--- src/hdl/udiv32_pkg.sv ---
package udiv32_pkg;

  // Default operand width of the divider.
  localparam int unsigned DEF_WIDTH = 32;

endpackage

--- src/hdl/udiv32_in_if.sv ---
interface udiv32_in_if #(
  parameter int unsigned WIDTH = udiv32_pkg::DEF_WIDTH
);
  logic             valid;
  logic             ready;
  logic [WIDTH-1:0] dividend;
  logic [WIDTH-1:0] divisor;

  modport source (output valid, output dividend, output divisor, input ready);
  modport sink   (input valid, input dividend, input divisor, output ready);
endinterface

--- src/hdl/udiv32_out_if.sv ---
interface udiv32_out_if #(
  parameter int unsigned WIDTH = udiv32_pkg::DEF_WIDTH
);
  logic             valid;
  logic             ready;
  logic [WIDTH-1:0] quotient;
  logic [WIDTH-1:0] remainder;
  logic             divide_by_zero;

  modport source (output valid, output quotient, output remainder, output divide_by_zero,
                  input ready);
  modport sink   (input valid, input quotient, input remainder, input divide_by_zero,
                  output ready);
endinterface

--- src/hdl/udiv32_cell.sv ---
module udiv32_cell #(
  parameter int unsigned WIDTH = udiv32_pkg::DEF_WIDTH
) (
  input  logic             clk_i,
  input  logic             rst_ni,
  input  logic             en_i,
  input  logic             valid_i,
  input  logic [WIDTH-1:0] rem_i,
  input  logic [WIDTH-1:0] num_i,
  input  logic [WIDTH-1:0] den_i,
  output logic             valid_o,
  output logic [WIDTH-1:0] rem_o,
  output logic [WIDTH-1:0] num_o,
  output logic [WIDTH-1:0] den_o
);

  logic             valid_q;
  logic [WIDTH-1:0] rem_q, rem_d;
  logic [WIDTH-1:0] num_q, num_d;
  logic [WIDTH-1:0] den_q;
  logic [WIDTH:0]   part;
  logic [WIDTH:0]   diff;
  logic             take;

  // One restoring step. The partial remainder is one bit wider than the
  // operands, so a bit shifted out of the top still counts in the compare.
  always_comb begin
    part  = {rem_i, num_i[WIDTH-1]};
    diff  = part - {1'b0, den_i};
    take  = ~diff[WIDTH];
    rem_d = take ? diff[WIDTH-1:0] : part[WIDTH-1:0];
    // The dividend leaves at the top while quotient bits enter at the bottom.
    num_d = {num_i[WIDTH-2:0], take};
  end

  always_ff @(posedge clk_i or negedge rst_ni) begin
    if (!rst_ni) begin
      valid_q <= 1'b0;
    end else if (en_i) begin
      valid_q <= valid_i;
    end
  end

  always_ff @(posedge clk_i) begin
    if (en_i) begin
      rem_q <= rem_d;
      num_q <= num_d;
      den_q <= den_i;
    end
  end

  assign valid_o = valid_q;
  assign rem_o   = rem_q;
  assign num_o   = num_q;
  assign den_o   = den_q;

endmodule

--- src/hdl/unsigned_divide_32.sv ---
// Unsigned restoring divider.
//
// Items arrive on the in_i channel (dividend, divisor) and leave on the
// out_o channel (quotient, remainder, divide_by_zero), both with valid/ready
// handshakes; an item moves at a rising edge where valid and ready are high.
// A divisor of zero gives quotient and remainder of zero with divide_by_zero set.
//
// The datapath is a row of WIDTH identical cells, one per quotient bit, from
// the most significant bit down. Each cell does one shift, compare and
// conditional subtract and registers the result. An item passes through the
// registers of all WIDTH cells in order, and its result is offered from the
// register of the last cell. The row takes one new item every cycle unless
// it is full and the receiver stalls.
//
// When the receiver stalls, the last cell and the unbroken run of full cells
// behind it hold, while the other cells keep moving up and filling, so input
// stays ready until the whole row is full. Reset clears all cell valid flags;
// the row is empty and ready right after reset.
module unsigned_divide_32 #(
  parameter int unsigned WIDTH = udiv32_pkg::DEF_WIDTH
) (
  input  logic         clk_i,
  input  logic         rst_ni,
  udiv32_in_if.sink    in_i,
  udiv32_out_if.source out_o
);

  // Pipeline links: index k is what enters cell k, index WIDTH is the output.
  logic             valid_s [WIDTH+1];
  logic [WIDTH-1:0] rem_s   [WIDTH+1];
  logic [WIDTH-1:0] num_s   [WIDTH+1];
  logic [WIDTH-1:0] den_s   [WIDTH+1];
  // A cell loads when it is empty or the cell after it moves on.
  logic             en_s    [WIDTH+1];

  assign valid_s[0] = in_i.valid;
  assign rem_s[0]   = '0;
  assign num_s[0]   = in_i.dividend;
  assign den_s[0]   = in_i.divisor;

  assign en_s[WIDTH] = out_o.ready;

  for (genvar k = 0; k < WIDTH; k++) begin : g_cell
    assign en_s[k] = ~valid_s[k+1] | en_s[k+1];

    udiv32_cell #(
      .WIDTH (WIDTH)
    ) u_cell (
      .clk_i   (clk_i),
      .rst_ni  (rst_ni),
      .en_i    (en_s[k]),
      .valid_i (valid_s[k]),
      .rem_i   (rem_s[k]),
      .num_i   (num_s[k]),
      .den_i   (den_s[k]),
      .valid_o (valid_s[k+1]),
      .rem_o   (rem_s[k+1]),
      .num_o   (num_s[k+1]),
      .den_o   (den_s[k+1])
    );
  end

  assign in_i.ready = en_s[0];

  // The divisor travels with its item, so a zero divisor is spotted at the
  // end of the row and the result fields are forced to zero there.
  logic div_zero;
  assign div_zero = (den_s[WIDTH] == '0);

  assign out_o.valid          = valid_s[WIDTH];
  assign out_o.quotient       = div_zero ? '0 : num_s[WIDTH];
  assign out_o.remainder      = div_zero ? '0 : rem_s[WIDTH];
  assign out_o.divide_by_zero = div_zero;

endmodule

--- src/flat_wrapper.sv ---
// flat-port wrapper written by rule: the top's interface ports become plain ports
module unsigned_divide_32_flat 
#(
  parameter int unsigned WIDTH = udiv32_pkg::DEF_WIDTH
)
  (clk_i, rst_ni, in_i_valid, in_i_dividend, in_i_divisor, in_i_ready, out_o_valid, out_o_quotient, out_o_remainder, out_o_divide_by_zero, out_o_ready);
  udiv32_in_if #(.WIDTH(WIDTH)) in_i_i ();
  udiv32_out_if #(.WIDTH(WIDTH)) out_o_i ();
  input  logic clk_i;
  input  logic rst_ni;
  input wire logic [$bits(in_i_i.valid)-1:0] in_i_valid;
  input wire logic [$bits(in_i_i.dividend)-1:0] in_i_dividend;
  input wire logic [$bits(in_i_i.divisor)-1:0] in_i_divisor;
  output wire logic [$bits(in_i_i.ready)-1:0] in_i_ready;
  output wire logic [$bits(out_o_i.valid)-1:0] out_o_valid;
  output wire logic [$bits(out_o_i.quotient)-1:0] out_o_quotient;
  output wire logic [$bits(out_o_i.remainder)-1:0] out_o_remainder;
  output wire logic [$bits(out_o_i.divide_by_zero)-1:0] out_o_divide_by_zero;
  input wire logic [$bits(out_o_i.ready)-1:0] out_o_ready;
  assign in_i_i.valid = in_i_valid;
  assign in_i_i.dividend = in_i_dividend;
  assign in_i_i.divisor = in_i_divisor;
  assign in_i_ready = in_i_i.ready;
  assign out_o_valid = out_o_i.valid;
  assign out_o_quotient = out_o_i.quotient;
  assign out_o_remainder = out_o_i.remainder;
  assign out_o_divide_by_zero = out_o_i.divide_by_zero;
  assign out_o_i.ready = out_o_ready;
  unsigned_divide_32 #(.WIDTH(WIDTH)) u_core (.clk_i(clk_i), .rst_ni(rst_ni), .in_i(in_i_i), .out_o(out_o_i));
endmodule
--- config.mk ---
export PLATFORM = sky130hd
export DESIGN_NAME = unsigned_divide_32_flat
export DESIGN_NICKNAME = d
export VERILOG_FILES = /design/src/hdl/udiv32_pkg.sv /design/src/hdl/udiv32_in_if.sv /design/src/hdl/udiv32_out_if.sv /design/src/hdl/udiv32_cell.sv /design/src/hdl/unsigned_divide_32.sv /design/src/flat_wrapper.sv
export SDC_FILE = /design/constraint.sdc
export NUM_CORES = 2
export LEC_CHECK = 0
export BUFFER_PORTS_ARGS = -buffer_cell sky130_fd_sc_hd__buf_2
export CORE_MARGIN = 2
export CORE_UTILIZATION = 55
export DETAILED_ROUTE_END_ITERATION = 12
export PLACE_DENSITY = 0.71
export SYNTH_ARGS = -nofsm -noshare
export SYNTH_HDL_FRONTEND = slang
export SYNTH_SLANG_ARGS = --single-unit
--- constraint.sdc ---
create_clock -name clk_i -period 17.3 [get_ports clk_i]
set_input_delay 2.595 -clock clk_i [delete_from_list [all_inputs] [get_ports clk_i]]
set_output_delay 2.595 -clock clk_i [all_outputs]
set_load 0.01 [all_outputs]
==> run_results.csv <==
group,metric,value,unit
final_layout,synthToLayoutAreaGrowth,10.3,%
timing,relSlewSlack,14.7,%
detailed_routing,vias_per_cell,5.74,
clocking,cts.sinks,3104,
power,p_switching,12.8,mW
synth,yosysSeqAreaShare,59.3,%
synth,async_flop_share,1.03,%
synth,postSynthCellCount,12500,
clocking,clk_pin_slew,0.06,ns
final_layout,nNetsFinal,14000,
clocking,cts_root_buffer,"clkbuf_16",
setup_path,start_kind,"input pin",
placed_design,gp_congestion,0.957,
power,seqPwrFrac,37.0,%
setup_path,crit_type,"in2out",
placed_design,hpwl,251,mm
setup_path,endpoint_kind,"primary output",
final_layout,drive_above_1_share,7.30,%
setup_path,cp_max_fo,36,
clocking,numCtsBuffers,329,
global_routing,track_usage,22.7,%
clocking,cts_setup_buffers,0,
timing,fmax,97.8,MHz
floorplan,die_y,538,um
clocking,htreeDepth,5,
final_layout,fillers,21800,
timing,slew_violations,0,
power,switching_share,36.5,%
global_routing,grt_pass1_vias,94900,
setup_path,reg2reg_slack,11.07,ns
timing,setup_tns,0,ns
setup_path,slowest_delay,0.55,ns
timing,worstMarginPinSlew,1.28,ns
detailed_routing,drcViolationCount,0,
floorplan,start_util,55.2,%
final_layout,seq_area,93000,um2
timing,setup_ws,7.08,ns
detailed_routing,routed_wl,333,mm
placed_design,io_buffers,134,
floorplan,num_io_pins,135,
global_routing,overflow,0,
synth,synth_top_area_share,58.8,%
synth,synthTopCellsByArea,"edfxtp_1, ha_1, inv_1",
detailed_routing,drt_iter0_drc,7465,
synth,yosysWarnings,0,
floorplan,rows,196,
setup_path,worstPathCellList,"buf_2 -> nor2b_1 -> nand2_4 -> nor2_1 -> nand2_4 -> nor3_1 -> buf_4 -> nand2_4 -> nor3_1 -> buf_4 -> and3_1 -> and3_1 -> nand4_1 -> buf_4 -> buf_2",
floorplan,die_area,290000,um2
clocking,clk_latency,0.92,ns
clocking,cts_resized,0,
power,p_int,22.2,mW
clocking,cts_tree,"done",
synth,syn_area,157000,um2
power,power_frac_clock,19.6,%
setup_path,crit_required,14.70,ns
final_layout,multiInputGateArea,58800,um2
timing,setup_viol,0,
synth,yosysUniqueCellTypes,94,
detailed_routing,wl_per_cell,19.7,um
worst_hold_path,hp-class,"reg2reg",
synth,synth_most_common_cell,"edfxtp_1",
synth,synth_edf_count,3072,
placed_design,place_ws,7.11,ns
synth,synthTopCellsByCount,"edfxtp_1, inv_1, ha_1",
global_routing,grt_max_degree,98,
power,power.leakage,72.5,nW
detailed_routing,ant_nets,0,
power,peakVddDrop,177,uV
floorplan,die_w,538,um
clocking,hold_buffers,0,
synth,synth_seq_cells,3104,
detailed_routing,num_vias,97000,
timing,period_share,59.1,%
timing,hold_violations,0,
run,cap_violations,0,
timing,period_needed,10.22,ns
setup_path,crit_slowest_cell,"nor2b_1",
status,status,"complete, no violations",
clocking,cts.path.max_buffers,4,
power,power_density,202,nW/um2
setup_path,cp.arrival,7.63,ns
timing,rsz0062_at_grt,"false",
synth,yosysTopAreaCell,"edfxtp_1",
detailed_routing,dr.pass1.iters,7,
global_routing,grt_pass1_wl,522,mm
synth,synth_ff_type,"edfxtp_1",
global_routing,antenna_found_initial,14,
power,p_comb_share,43.4,%
synth,syn_area_per_cell,12.5,um2
timing,clock_skew,0.0677,ns
floorplan,core-area,284000,um2
-- worst paths after layout --
kind | start | endpoint | cells after the start
worst max register to register | u_core.g_cell[31].u_cell.valid_o | u_core.g_cell[8].u_cell.den_o[29] | 13
worst max-delay path | out_o_ready | in_i_ready | 15
min in group asynchronous | rst_ni | u_core.g_cell[0].u_cell.valid_o | 2
worst min-delay path | u_core.g_cell[28].u_cell.num_o[2] | u_core.g_cell[29].u_cell.num_o[3] | 0
worst min register to register | u_core.g_cell[28].u_cell.num_o[2] | u_core.g_cell[29].u_cell.num_o[3] | 0
max in group asynchronous | rst_ni | u_core.g_cell[23].u_cell.valid_o | 2
-- sequential cells by signal, summed over array words and instances (netlist names) --
signal / count
u_core.g_cell.u_cell.den_o: 1024
u_core.g_cell.u_cell.num_o: 1024
u_core.g_cell.u_cell.rem_o: 1024
u_core.g_cell.u_cell.valid_o: 32
-- power groups by stage --
| stage | Clock (mW) | Combinational [mW] | Sequential (mW) |
|---|---|---|---|
| 2_1_floorplan | 0 | 12.0 | 12.3 |
| 3_3_place_gp | 0 | 14.6 | 13.1 |
| 3_5_place_dp | 0 | 14.9 | 13.1 |
| 4_1_cts | 7.05 | 15.1 | 13.0 |
| 5_1_grt | 7.35 | 16.9 | 13.2 |
| 6_report | 6.87 | 15.2 | 13.0 |
-- stage by stage --
stage | instance area (um2) | std cells | power, mW | util, % | hold slack [ns]
5_1_grt | 173000 | 16900 | 37.4 | 60.8 | 0.390
6_report | 173000 | 16900 | 35.0 | 60.8 | 0.386
4_1_cts | 173000 | 16900 | 35.1 | 60.8 | 0.385
3_5_place_dp | 162000 | 16300 | 28.0 | 57.1 | 0.405
3_3_place_gp | 162000 | 16300 | 27.6 | 57.1 | 0.400
2_1_floorplan | 157000 | 12500 | 24.3 | - | 0.400
-- metal layers --
metal	wire length [um]	track usage, %	vias up
met5	8	0	-
met2	161000	38.5	2330
met4	12700	8.36	2
met1	144000	30.1	47100
met3	14700	2.84	618
li1	-	-	46900
-- worst max-delay path: cells and delay by family --
family        cells  cell delay (ns)
buf+inv           5             1.06
simple gates     10             3.91
-- area by class of cell --
cell class,count,area share [%]
Sequential cell,3104,53.8
Multi-Input combinational cell,7978,34.0
Clock buffer,400,5.02
Inverter,1255,2.73
Tap cell,3762,2.72
Clock inverter,194,1.11
Timing Repair Buffer,203,0.687
Antenna cell,4,0.00578
-- cells by family after synthesis --
| group | count (synthesis) | synth area share [%] |
|---|---|---|
| XOR/XNOR | 791 | 4.45 |
| AND/OR/NAND/NOR | 2434 | 7.33 |
| other | 1 | 0.00239 |
| buffers and inverters | 1455 | 3.58 |
| adder cells (fa/ha/maj) | 1025 | 8.32 |
| flip-flops | 3104 | 59.3 |
| AO/OA/AOI/OAI | 3128 | 12.8 |
| multiplexers | 585 | 4.28 |
-- cells in the final DEF, fill, tap and decap left out, types with 40 or more instances in the layout --
cell,instances
a211oi_1,84
a21boi_0,42
a21o_1,475
a21oi_1,712
a22oi_1,53
a31oi_1,106
and2_1,40
and3_1,48
buf_2,134
buf_4,69
clkbuf_1,57
clkbuf_16,333
clkinv_1,63
clkinv_2,67
edfxtp_1,3072
ha_1,994
inv_1,1242
mux2_1,360
mux2_2,93
mux2_4,58
mux2i_1,74
nand2_1,769
nand2b_1,177
nand3_1,158
nand4_1,66
nor2_1,545
nor2b_1,226
nor3_1,225
o211ai_1,98
o21a_1,246
o21ai_0,651
o21ai_1,193
o21bai_1,101
o31ai_1,70
or3_1,66
xnor2_1,470
xor2_1,293
(Power assumes the default switching activity.)
